===== src/hw/rtl/iepf_pkg.sv =====
`default_nettype none
// ----------------------------------------------------------------------------
// iepf_pkg
// shared types, codes and constants of the ipv4 egress prefix filter
// ----------------------------------------------------------------------------
package iepf_pkg;

   // request kinds on the input channel
   typedef enum logic {
      REQ_FRAME = 1'b0,
      REQ_RULE  = 1'b1
   } req_kind_type;

   // verdict causes
   typedef enum logic [2:0] {
      CAUSE_SHORT_ETH  = 3'd0,
      CAUSE_NOT_IPV4   = 3'd1,
      CAUSE_SHORT_IP   = 3'd2,
      CAUSE_RULE_ALLOW = 3'd3,
      CAUSE_LOOPBACK   = 3'd4,
      CAUSE_NO_ALLOW   = 3'd5
   } cause_type;

   // commands from the parser to the search engine
   typedef enum logic [1:0] {
      CMD_RULE    = 2'd0,
      CMD_VERDICT = 2'd1,
      CMD_SEARCH  = 2'd2
   } cmd_kind_type;

   typedef enum logic [2:0] {
      ST_CLEAR = 3'd0,
      ST_IDLE  = 3'd1,
      ST_SCAN  = 3'd2,
      ST_DRAIN = 3'd3,
      ST_EMIT  = 3'd4
   } bk_state_type;

   localparam int IDX_WIDE_W = 17;

   localparam logic [5:0]  ETH_HDR_BYTES  = 6'd14;
   localparam logic [5:0]  IP_END_BYTES   = 6'd34;
   localparam logic [5:0]  POS_ETYPE_HI   = 6'd12;
   localparam logic [5:0]  POS_ETYPE_LO   = 6'd13;
   localparam logic [5:0]  POS_DEST_FIRST = 6'd30;
   localparam logic [15:0] ETHERTYPE_IPV4 = 16'h0800;
   localparam logic [31:0] LOOP_MASK      = 32'hFF00_0000;
   localparam logic [31:0] LOOP_NET       = 32'h7F00_0000;
   localparam logic [5:0]  MAX_PREFIX     = 6'd32;
   localparam logic [7:0]  ALLOW_VALUE    = 8'd1;

   localparam int CMD_DEPTH = 4;
   localparam int RSP_DEPTH = 2;

   typedef struct packed {
      cmd_kind_type kind;
      cause_type    cause;
      logic [31:0]  address;   // rule address or frame destination
      logic [9:0]   index;
      logic         valid;
      logic [5:0]   plen;
      logic         allow;
   } cmd_type;

   typedef struct packed {
      logic        valid;
      logic [5:0]  plen;
      logic [31:0] address;
      logic        allow;
   } rule_entry_type;

   typedef struct packed {
      logic        verdict;
      cause_type   cause;
      logic [31:0] dest;
   } result_type;

   function automatic logic [31:0] prefix_mask(input logic [5:0] len);
      logic [31:0] m;
      if (len == 6'd0) begin
         m = 32'd0;
      end else begin
         m = 32'hFFFF_FFFF << (MAX_PREFIX - len);
      end
      return m;
   endfunction

endpackage
`default_nettype wire


===== src/hw/rtl/iepf_parser.sv =====
`default_nettype none
// ----------------------------------------------------------------------------
// iepf_parser
// frame header parser and classifier, turns items into commands
// ----------------------------------------------------------------------------
module iepf_parser
   import iepf_pkg::*;
#(
   parameter int TABLE_ENTRIES = 1024
) (
   input  wire logic        clock,
   input  wire logic        reset,
   input  wire logic        accept,
   input  wire logic        req_type,
   input  wire logic [7:0]  req_frame_byte,
   input  wire logic        req_frame_last,
   input  wire logic [9:0]  req_rule_index,
   input  wire logic        req_rule_valid,
   input  wire logic [5:0]  req_rule_prefix_len,
   input  wire logic [31:0] req_rule_address,
   input  wire logic [7:0]  req_rule_value,
   output logic             cmd_valid,
   output cmd_type          cmd
);

   logic [5:0]  byte_count_ff, byte_count_in;
   logic [15:0] ether_type_ff, ether_type_in;
   logic [31:0] dest_ff, dest_in;
   logic [5:0]  count_upd;
   logic [15:0] ether_upd;
   logic [31:0] dest_upd;
   logic [IDX_WIDE_W-1:0] idx_wide;
   logic        rule_ok;

   assign idx_wide = IDX_WIDE_W'(req_rule_index);
   assign rule_ok  = (idx_wide < IDX_WIDE_W'(TABLE_ENTRIES)) &&
                     (req_rule_prefix_len <= MAX_PREFIX);

   // header capture for the byte at hand
   always_comb begin
      count_upd = byte_count_ff;
      ether_upd = ether_type_ff;
      dest_upd  = dest_ff;
      if (byte_count_ff < IP_END_BYTES) begin
         if (byte_count_ff == POS_ETYPE_HI || byte_count_ff == POS_ETYPE_LO) begin
            ether_upd = {ether_type_ff[7:0], req_frame_byte};
         end else if (byte_count_ff >= POS_DEST_FIRST) begin
            dest_upd = {dest_ff[23:0], req_frame_byte};
         end
         count_upd = byte_count_ff + 6'd1;
      end
   end

   always_comb begin
      byte_count_in = byte_count_ff;
      ether_type_in = ether_type_ff;
      dest_in       = dest_ff;
      cmd_valid     = 1'b0;
      cmd           = '0;
      if (accept) begin
         if (req_type == REQ_RULE) begin
            if (rule_ok) begin
               cmd_valid   = 1'b1;
               cmd.kind    = CMD_RULE;
               cmd.address = req_rule_address;
               cmd.index   = req_rule_index;
               cmd.valid   = req_rule_valid;
               cmd.plen    = req_rule_prefix_len;
               cmd.allow   = (req_rule_value == ALLOW_VALUE);
            end
         end else if (req_frame_last) begin
            cmd_valid = 1'b1;
            cmd.kind  = CMD_VERDICT;
            if (count_upd < ETH_HDR_BYTES) begin
               cmd.cause = CAUSE_SHORT_ETH;
            end else if (ether_upd != ETHERTYPE_IPV4) begin
               cmd.cause = CAUSE_NOT_IPV4;
            end else if (count_upd < IP_END_BYTES) begin
               cmd.cause = CAUSE_SHORT_IP;
            end else begin
               cmd.kind    = CMD_SEARCH;
               cmd.address = dest_upd;
            end
            byte_count_in = '0;
            ether_type_in = '0;
            dest_in       = '0;
         end else begin
            byte_count_in = count_upd;
            ether_type_in = ether_upd;
            dest_in       = dest_upd;
         end
      end
   end

   always_ff @(posedge clock) begin
      if (reset) begin
         byte_count_ff <= '0;
         ether_type_ff <= '0;
         dest_ff       <= '0;
      end else begin
         byte_count_ff <= byte_count_in;
         ether_type_ff <= ether_type_in;
         dest_ff       <= dest_in;
      end
   end

endmodule
`default_nettype wire


===== config.mk =====
export PLATFORM = sky130hd
export DESIGN_NAME = iepf_parser
export DESIGN_NICKNAME = d
export VERILOG_FILES = /design/src/hw/rtl/iepf_pkg.sv /design/src/hw/rtl/iepf_parser.sv
export SDC_FILE = /design/constraint.sdc
export NUM_CORES = 1
export LEC_CHECK = 0
export BUFFER_PORTS_ARGS = -buffer_cell sky130_fd_sc_hd__clkbuf_2
export CORE_AREA = 2 2 76 106
export DETAILED_ROUTE_END_ITERATION = 7
export DIE_AREA = 0 0 78 108
export PLACE_DENSITY_LB_ADDON = 0.15
export SYNTH_ARGS = -nofsm -noshare
export SYNTH_HDL_FRONTEND = slang
export SYNTH_SLANG_ARGS = --single-unit

===== constraint.sdc =====
create_clock -name clock -period 2.1 [get_ports clock]
set_input_delay 0 -clock clock [delete_from_list [all_inputs] [get_ports clock]]
set_output_delay 0 -clock clock [all_outputs]
set_load 0.02 [all_outputs]

==> impl_results.md <==
* CORE AREA at between 7000 and 8000 um2
* Chip width at 78 um
* Worst setup path endpoint: cmd[31]
* Max frequency at about 410 MHz
* Clock share of power at between 30% and 40%
* Pin count of the biggest net entering global routing at 55
* Flop pwr share at 51.5%
* Failing checks: negative setup slack
* Area Growth Syn to Fin at 38.41%
* Root Driver: clkbuf_8
* Clock sinks at 54
* Commonest cells after routing, fill and taps aside: clkbuf_2 (89), nand2_1 (70), buf_4 (58)
* Internal power at 1515 uW
* First-pass DRT Iterations at 4
* Final slew viol count at 0
* Io pins at 126
* Critical R2R Capture: dest_ff[31]
* First-pass GRT wire length at 14.33 mm
* TNS Setup at -9.698 ns
* Initial antenna violation count at 0
* Hold_ws at 0.001908 ns
* Syn Inst Count at between 400 and 500
* Post-synth top area share at about a third
* Register-to-Register Path Depth at 6
* GRT overflow at 0
* Fin. Hold Viols at 0
* Area after DPL at 4084 um2
* # rows at 37
* Switching pwr at between 400 and 500 uW
* Critical Path AT at ~2.4 ns
* Max-cap violation count at 0
* Ys Warns at 0
* Clk buf depth at 2
* Gr usage total at between 20% and 30%
* CP startpoint: ether_type_ff[3]
* Tcrit/Tclk final at 115.6%
* Port bufs at between 100 and 150
* CP required at 2.10 ns
* Die span in y at roughly 110 um
* Nets at 621
* Worst Hold Launch: req_frame_byte[1]
* Number of synthesized flops with an enable pin at 0
* Clk_lat worst skew at 0.30 ns
* Power density cells at 448.9 nW/um2
* Post-DR wirelength/cell at 14.07 um
* Status: finished, violations left
* Remaining antenna violation count at 0
* Vias at 3,298
* N_diodes at 0
* R2R setup slack at 0.17 ns
* R2r startpoint: byte_count_ff[5]
* Via-per-instance ratio at 5.113
* Total CTS buffers at 5
* Register area share after synthesis at roughly 34%
* Worst-path clk slew at 0.09 ns
* Worst Path Max Fanout at 33
* Synth Register Bits at 54
* Crit Path Category: flip-flop to primary output
* Post-route minimum period at ~2.4 ns
* Syn avg cell area at 7.678 um2
* Vias in the first global route at 3,113
* Post-synth top area cell: dfxtp_1
* Layout cells sized above 1 at 35.77%
* Predominant post-synthesis flop cell: dfxtp_1
* Post-layout util at 59.83%
* DP HPWL at 6.393 mm
* Initial Util at 43.23%
* Ys async rst share at 0%
* Iter 0 DRT Violations at 208
* Synth unique cells at 46
* Synth top area cells: dfxtp_1 (34%), mux2i_1 (10%), nand2_1 (8.2%), nor2b_1 (6.4%), o21ai_0 (5.2%)
* CP endpoint kind: primary output
* CTS tree: yes
* Die ar. at 8424 um2
* # DRC at 0
* Setup ws final at -0.3268 ns
* Mapped Nets at 490
* Final non-filler cell area at 4432 um2
* CTS HTree Levels at 2
* Slew margin rel. at 61.25%
* Commonest non-fill, non-tap cell in the layout: clkbuf_2
* Nature of the critical path startpoint: flip-flop
* Maximum vdd drop at 0.3079 mV
* Detailed Route WL at just over 9 mm
* Static leakage at 0.002032 uW
* Worst Max-Slew Pin Slew at about 0.58 ns
* RSZ-0062 raised after global routing: true
* Switching Share at between 20% and 30%
* DP Worst Slack at -0.05691 ns
* Post-CTS Setup Inserts at 0
* Synthesized area at 3202 um2
* Setup violators final at 33
* Worst Skew at approximately 0.0037 ns
* Combinational cell fraction of total power at between 10% and 20%
* Min-Delay Path Class: input pin to flip-flop
* RePlAce Congestion at 0.8490
-- critical path, stage by stage, from the launching register on --
cell	delay (ns)
dfxtp_2	0.33
or4b_4	0.45
or4b_4	0.50
o32ai_4	0.18
nand4_4	0.14
buf_12	0.19
o21ai_2	0.16
clkbuf_8	0.16
-- power groups by stage --
stage / logic (uW) / clock network, uW / registers (uW)
finish: 261 / 704 / 1020
global route: 283 / 765 / 1030
CTS: 260 / 729 / 1030
detailed placement: 247 / 0 / 1050
global placement: 243 / 0 / 1050
floorplan: 120 / 0 / 1050
-- metrics by stage --
| step | total power (uW) | instances |
|---|---|---|
| floorplan | 1170 | 417 |
| global placement | 1293 | 637 |
| detailed placement | 1297 | 637 |
| CTS | 2015 | 645 |
| global route | 2074 | 645 |
| finish | 1989 | 645 |
-- state kept, by name, summed over array words and instances, names as in the netlist --
register,flops
dest_ff,32
ether_type_ff,16
byte_count_ff,6
-- timing repair --
action / 4_1_cts / 5_1_grt
endpoints found under the setup margin: 36 / 55
hold endpoints to repair: 1 / 0
resized for setup: 48 / 51
pin swaps: 2 / 8
hold buffers: 1 / 0
-- cell usage after synthesis (all sizes together), types with 3 or more instances --
cell / n
o21ai: 66
nand4b: 3
nand2: 70
a22oi: 18
mux2i: 32
ha: 3
buf: 10
dfxtp: 54
nor2b: 33
inv: 3
a21oi: 7
and2: 16
nand2b: 4
clkbuf: 24
nor4: 4
nor3: 6
nor2: 35
-- logic make-up after synthesis --
logic type	Yosys count	synth area share, %
DFF	54	33.76
buffers and inverters	37	6.330
adders and majority gates	3	1.172
xor gates and xnor gates	2	0.5472
AOI/OAI and AO/OA	102	18.95
muxes	32	10.00
other	1	0.1171
and+or+nand+nor	186	29.11
-- worst min path at each step --
stage | to | cells after the start
floorplan | cmd[5] | 1
global placement | ether_type_ff[2] | 3
detailed placement | cmd[23] | 4
CTS | ether_type_ff[2] | 3
global route | ether_type_ff[1] | 3
finish | ether_type_ff[1] | 3
-- area by class of cell --
| cell class | instances | area [um2] |
|---|---|---|
| clock buffer | 6 | 82.58 |
| timing repair buffer | 158 | 1042 |
| inverter | 3 | 11.26 |
| tap | 97 | 121.4 |
| sequential | 54 | 1095 |
| multi-input combinational | 326 | 2049 |
| fill | 699 | 2975 |
| clock inverter | 1 | 30.03 |
-- layer usage --
metal	track usage [%]	up-vias	routed length, um
met5	0	-	0
met4	4.511	0	81
met1	24.57	1530	3799
met2	40.09	72	4910
met3	2.588	7	282
li1	-	1689	-
(Power assumes the default switching activity.)
