$ cat config.mk
export PLATFORM = sky130hd
export DESIGN_NAME = iepf_fifo
export DESIGN_NICKNAME = d
export VERILOG_FILES = /design/src/hw/rtl/iepf_fifo.sv
export SDC_FILE = /design/constraint.sdc
export NUM_CORES = 1
export LEC_CHECK = 0
export BUFFER_PORTS_ARGS = -buffer_cell sky130_fd_sc_hd__clkbuf_2
export CELL_PAD_IN_SITES_DETAIL_PLACEMENT = 0
export CELL_PAD_IN_SITES_GLOBAL_PLACEMENT = 1
export CORE_MARGIN = 8
export CORE_UTILIZATION = 40
export DETAILED_ROUTE_END_ITERATION = 8
export PLACE_DENSITY = 0.78
export SYNTH_ARGS = -nofsm -noshare
export SYNTH_HDL_FRONTEND = slang
export SYNTH_SLANG_ARGS = --single-unit
$ cat constraint.sdc
create_clock -name clock -period 3 [get_ports clock]
set_clock_uncertainty 0.2 [all_clocks]
set_input_delay 0.6 -clock clock [delete_from_list [all_inputs] [get_ports clock]]
set_output_delay 0.6 -clock clock [all_outputs]
set_load 0.05 [all_outputs]
$ cat src/hw/rtl/iepf_fifo.sv
`default_nettype none
// ----------------------------------------------------------------------------
// iepf_fifo
// small register queue, first word shown while not empty
// ----------------------------------------------------------------------------
module iepf_fifo #(
   parameter int WIDTH = 8,
   parameter int DEPTH = 4
) (
   input  wire logic             clock,
   input  wire logic             reset,
   input  wire logic             push,
   input  wire logic [WIDTH-1:0] push_data,
   output logic                  full,
   input  wire logic             pop,
   output logic [WIDTH-1:0]      pop_data,
   output logic                  empty
);

   localparam int PTR_W = (DEPTH > 1) ? $clog2(DEPTH) : 1;

   logic [WIDTH-1:0] fifo_mem [DEPTH];
   logic [PTR_W-1:0] wr_ptr_ff, wr_ptr_in;
   logic [PTR_W-1:0] rd_ptr_ff, rd_ptr_in;
   logic [PTR_W:0]   count_ff, count_in;
   logic             do_push, do_pop;

   assign full     = (count_ff == (PTR_W+1)'(DEPTH));
   assign empty    = (count_ff == '0);
   assign pop_data = fifo_mem[rd_ptr_ff];
   assign do_push  = push && !full;
   assign do_pop   = pop && !empty;

   always_comb begin
      wr_ptr_in = wr_ptr_ff;
      rd_ptr_in = rd_ptr_ff;
      count_in  = count_ff;
      if (do_push) begin
         wr_ptr_in = (wr_ptr_ff == PTR_W'(DEPTH - 1)) ? '0 : wr_ptr_ff + 1'b1;
      end
      if (do_pop) begin
         rd_ptr_in = (rd_ptr_ff == PTR_W'(DEPTH - 1)) ? '0 : rd_ptr_ff + 1'b1;
      end
      if (do_push && !do_pop) begin
         count_in = count_ff + 1'b1;
      end else if (do_pop && !do_push) begin
         count_in = count_ff - 1'b1;
      end
   end

   always_ff @(posedge clock) begin
      if (reset) begin
         wr_ptr_ff <= '0;
         rd_ptr_ff <= '0;
         count_ff  <= '0;
      end else begin
         wr_ptr_ff <= wr_ptr_in;
         rd_ptr_ff <= rd_ptr_in;
         count_ff  <= count_in;
      end
   end

   always_ff @(posedge clock) begin
      if (do_push) begin
         fifo_mem[wr_ptr_ff] <= push_data;
      end
   end

endmodule
`default_nettype wire

==> results of run 1 <==
## cell type report
type / count / area [um2]
clock inverter: 3 / 65.1
sequential: 41 / 1140
clock buffer: 5 / 68.8
fill: 356 / 2050
multi-input combinational: 42 / 457
timing repair buffer: 21 / 105
tap: 50 / 62.6
inverter: 5 / 23.8
## synthesized netlist by cell type, drive strengths merged, types with 2 or more instances
cell type  count  area, um2
edfxtp        32        961
dfxtp          9        180
mux4           8        180
ha             6       75.1
and3           4       30.0
inv            4       15.0
nor2           4       17.5
a21oi          3       15.0
buf            3       20.0
mux2i          2       20.0
nand3          2       10.0
nor3           2       10.0
o21ai          2       10.0
o31ai          2       25.0
or3            2       13.8
xor2           2       17.5
## state kept, by name, indices dropped and copies added (netlist names), named ones only
| name | count |
|---|---|
| count_ff | 3 |
| wr_ptr_ff | 2 |
| rd_ptr_ff | 2 |
| fifo_mem | 32 |
## logic make-up after synthesis
family / Yosys count / share of synthesized area
adder cells (fa/ha/maj): 7 / 0.0578
flip-flops: 41 / 0.694
buffers and inverters: 9 / 0.0289
multiplexers: 10 / 0.122
XOR/XNOR: 2 / 0.0106
AO/OA/AOI/OAI: 7 / 0.0304
AND/OR/NAND/NOR: 16 / 0.0570
## path summary, 6_finish.rpt
kind | endpoint | cells past startpoint | start
max | pop_data[2] | 2 | register
min | register | 2 | rd_ptr_ff[0]$_SDFFE_PP0P_
max reg2reg | count_ff[2]$_SDFFE_PP0P_ | 9 | count_ff[0]$_SDFFE_PP0P_
min reg2reg | register | 2 | rd_ptr_ff[0]$_SDFFE_PP0P_
## tightest hold or removal path, stage by stage (launching register included)
cell and delay (ps):
dfxtp_1 330, nand2_1 60, a21oi_1 70
## report_power, final
group,switching (mW),internal [mW],leakage [nW]
Sequential,0.0691,0.693,0.367
Combinational,0.348,0.183,0.282
Clock,0.179,0.330,0.0681
Total,0.596,1.21,0.718
## per-stage QoR
stage / instances / power (mW)
6_report: 167 / 1.80
3_5_place_dp: 159 / 1.32
2_1_floorplan: 92 / 1.20
5_1_grt: 167 / 1.89
4_1_cts: 167 / 1.83
3_3_place_gp: 159 / 1.30
## metal layers
metal / vias to the layer above / routed length, um / global-route usage
met4: 0 / 41 / 0.0436
met2: 23 / 1290 / 0.136
met5: - / 0 / 0
met1: 422 / 1120 / 0.107
met3: 4 / 196 / 0.0513
li1: 400 / - / -
==> impl_metrics.json, run 1 <==
{
  "wl_per_cell_um": 15.8,
  "fin_area_mm2": 0.00192,
  "synth_edf_count": 32,
  "cts.root.buffer_cell": "clkbuf_8",
  "p_per_area_mw_per_mm2": 937,
  "crit_slowest_cell": "dfxtp_1",
  "grtUsageTotal": 0.0924,
  "cts_resized": 0,
  "ys_types": 26,
  "totalWireLength_um": 2640,
  "drv_slew": 0,
  "end_kind": "primary output",
  "synth_ff_type": "edfxtp_1",
  "drtPass1Iterations": 4,
  "status": "completed",
  "cts_setup_buffers": 0,
  "clkTransAtPathRegs_ps": 70,
  "fin_tns_setup_ps": 0,
  "rsz0062_at_grt": "false",
  "layout_commonest_cell": "edfxtp_1",
  "grt-ovfl-total": 0,
  "cts.sinks": 41,
  "ys_ff_latch": 41,
  "drtAntennaViolNets": 0,
  "rows": 23,
  "crit_fanout": 8,
  "area_delta_synth_final_pct": 16.9,
  "die_h_um": 80.1,
  "irDropWorstVdd_uv": 424,
  "synth_warnings": 0,
  "fmax_mhz": 384,
  "port_buffers": 21,
  "post-route-period-util": 0.869,
  "cpLargestDelayFamily": "flip-flops",
  "cts_tree": "built",
  "die_w_um": 80.1,
  "ff2ff_setup_slack_ps": 400,
  "maxCapViolations": 0,
  "synthCells": 92,
  "critPathArrivalTime_ps": 1810,
  "grt_max_degree": 14,
  "final_hold_viol_count": 0,
  "critPathBufInv": 1,
  "clk_latency_ps": 290,
  "syn_avg_cell_area_um2": 17.9,
  "dpl_cell_area_mm2": 0.00179,
  "crit_chain": "mux4_2 > clkbuf_2",
  "initial_utilization": 0.414,
  "drc_errors": 0,
  "yosysSeqAreaShare": 0.694,
  "final_core_util": 0.484,
  "core-area_mm2": 0.00397,
  "antenna_found_initial": 0,
  "slew_headroom": 0.634,
  "synth_area_mm2": 0.00165,
  "drt_iter0_markers": 105,
  "via_per_inst": 5.08,
  "grt_pass1_wl_um": 4370,
  "critPathRequiredTime_ps": 2200,
  "diodes": 0,
  "synth_nets": 111,
  "dp_slack_ps": 384,
  "first_global_vias": 907,
  "finalSetupViolCount": 0,
  "synthArstFlopShare": 0,
  "hold-worst-slack_ps": 303,
  "nets": 135,
  "dieArea_mm2": 0.00642,
  "gp_congestion": 0.689,
  "crit_type": "register to primary output",
  "setup_ws_ps": 393,
  "period_minus_slack_ps": 2610,
  "cts-hold-fix-buffers": 0,
  "mostFrequentLayoutCells": "edfxtp_1 (32), clkbuf_2 (21), dfxtp_1 (9)",
  "htree_num_levels": 2,
  "startpoint_type": "register",
  "dpl.hpwl_um": 1970,
  "max_stage_delay_ps": 670,
  "tightest_slew_ps": 548,
  "p_leak_nw": 0.718,
  "clockBufferDepth": 2,
  "vias": 849,
  "hold_class": "register to register",
  "cts_made_buffers": 5,
  "drive_above_1_share": 0.393,
  "num_io_pins": 22
}
(Power assumes the default switching activity.)
==> run 2: changes to the inputs <==
Settings changed: MAX_ROUTING_LAYER from default to met4, PLACE_DENSITY 0.78 to 0.81.
Clock period 3 ns to 2.1 ns, I/O delays scaled along.
==> run 2 against run 1 <==
Net effect: the run now ends with negative setup slack left; clock power fell by 4.7%; power rose by 49%; hold slack got worse by 160 ps; register-to-register slack got worse by 440 ps; via count rose by 3.4%; die area did not move; cell count rose by 7.2%; wire length rose by 7.8%; sequential share of layout area fell by 5.2 points; critical endpoint is now count_ff[2]$_SDFFE_PP0P_; critical path type is now register to register; setup slack got worse by 430 ps.
==> impl_metrics.json, run 2 (synthesized netlist as in run 1, its figures left out) <==
{
  "rsz0062_at_grt": "true",
  "area_delta_synth_final_pct": 29.4,
  "first_global_vias": 931,
  "rows": 23,
  "grt-ovfl-total": 0,
  "p_per_area_mw_per_mm2": 1270,
  "slew_headroom": 0.810,
  "port_buffers": 21,
  "cts.sinks": 41,
  "clockBufferDepth": 2,
  "power_mw": 2.69,
  "num_io_pins": 22,
  "dpl.hpwl_um": 2060,
  "initial_utilization": 0.414,
  "period_minus_slack_ps": 2140,
  "cts.root.buffer_cell": "clkbuf_8",
  "crit_path_start": "count_ff[2]$_SDFFE_PP0P_",
  "fin_tns_setup_ps": -37.6,
  "critPathRequiredTime_ps": 2120,
  "setup_ws_ps": -37.6,
  "clk_latency_ps": 280,
  "grtUsageTotal": 0.101,
  "maxCapViolations": 0,
  "fin_cells": 179,
  "cts-hold-fix-buffers": 0,
  "drtAntennaViolNets": 0,
  "crit_slowest_cell": "dfxtp_2",
  "max_stage_delay_ps": 330,
  "cts_made_buffers": 5,
  "fmax_mhz": 468,
  "via_per_inst": 4.91,
  "tightest_slew_ps": 284,
  "min_from": "push_data[7]",
  "final_hold_viol_count": 0,
  "failed_checks": "negative setup slack",
  "end_kind": "register",
  "totalWireLength_um": 2850,
  "drive_above_1_share": 0.519,
  "drc_errors": 0,
  "dp_slack_ps": -138,
  "hold-worst-slack_ps": 147,
  "drtPass1Iterations": 4,
  "crit_type": "register to register",
  "hold_class": "input port to register",
  "dp.cells": 169,
  "r2r_start": "count_ff[2]$_SDFFE_PP0P_",
  "mostFrequentLayoutCells": "edfxtp_1 (32), clkbuf_2 (12), buf_4 (10)",
  "top_register": "fifo_mem",
  "layout_commonest_cell": "edfxtp_1",
  "diodes": 0,
  "critPathArrivalTime_ps": 2160,
  "status": "complete, but fails checks",
  "post-route-period-util": 1.02,
  "dieArea_mm2": 0.00642,
  "startpoint_type": "register",
  "finalSetupViolCount": 1,
  "die_w_um": 80.1,
  "drt_iter0_markers": 63,
  "core-area_mm2": 0.00397,
  "grt_max_degree": 14,
  "crit_chain": "or3b_4 > clkinv_8 > nor2_4 > ha_4 > inv_2 > fa_2 > xor2_1 > or3_4 > a21oi_2",
  "grt_pass1_wl_um": 4630,
  "vias": 878,
  "die_h_um": 80.1,
  "drv_slew": 0,
  "antenna_found_initial": 0,
  "cts_tree": "built",
  "largest_register_ffs": 32,
  "top_regs": "fifo_mem: 32 flops, count_ff: 3 flops",
  "htree_num_levels": 2,
  "p_leak_nw": 0.797,
  "crit_fanout": 2,
  "clkTransAtPathRegs_ps": 70,
  "wl_per_cell_um": 15.9,
  "irDropWorstVdd_uv": 732,
  "nets": 147,
  "gp_congestion": 0.680
}
run 2: layout make-up:
class / count / area (um2)
multi-input cells: 42 / 495
well taps: 50 / 62.6
fillers: 318 / 1840
flip-flops and latches: 41 / 1150
inverters: 5 / 31.3
repair buffers: 33 / 300
clock inverters: 3 / 17.5
clock buffers: 5 / 68.8
run 2: final timing paths:
check | cells after the start | to | slack [ps]
worst max register to register | 9 | count_ff[2]$_SDFFE_PP0P_ | -40
worst min register to register | 2 | register | 300
worst min-delay path | 1 | fifo_mem[1][7]$_DFFE_PP_ | 150
worst max-delay path | 9 | count_ff[2]$_SDFFE_PP0P_ | -40
run 2: worst max-delay path: cells and delay by family (launching register included):
kind	cells	cell delay [ps]
adder cells (fa/ha/maj)	2	460
buffers and inverters	2	80
XOR/XNOR	1	160
AO/OA/AOI/OAI	1	130
AND/OR/NAND/NOR	3	700
flip-flops	1	330
run 2: layer usage:
metal | vias to the layer above | global-route usage | part of all wire | routed length (um)
met5 | - | - | 0 | 0
met4 | 0 | 0.0327 | 0.0088 | 25
met3 | 5 | 0.0424 | 0.063 | 179
met2 | 23 | 0.171 | 0.53 | 1510
met1 | 428 | 0.102 | 0.40 | 1130
li1 | 422 | - | - | -
run 2: repair_timing:
item	in CTS	in global routing
pin swaps	6	1
endpoints found under the setup margin	11	9
buffers inserted	2	0
gates resized for setup	24	9
run 2: where the power goes:
part | internal [mW] | switching (mW) | total, mW
Clock | 0.229 | 0.255 | 0.485
Combinational | 0.532 | 0.612 | 1.14
Sequential | 1.00 | 0.0648 | 1.07
run 2: through the flow:
step,instance area [um2],util
after global routing,2130,0.536
after CTS,2120,0.533
final,2130,0.536
after global placement,1910,0.480
after floorplan,1680,-
after detailed placement,1910,0.480
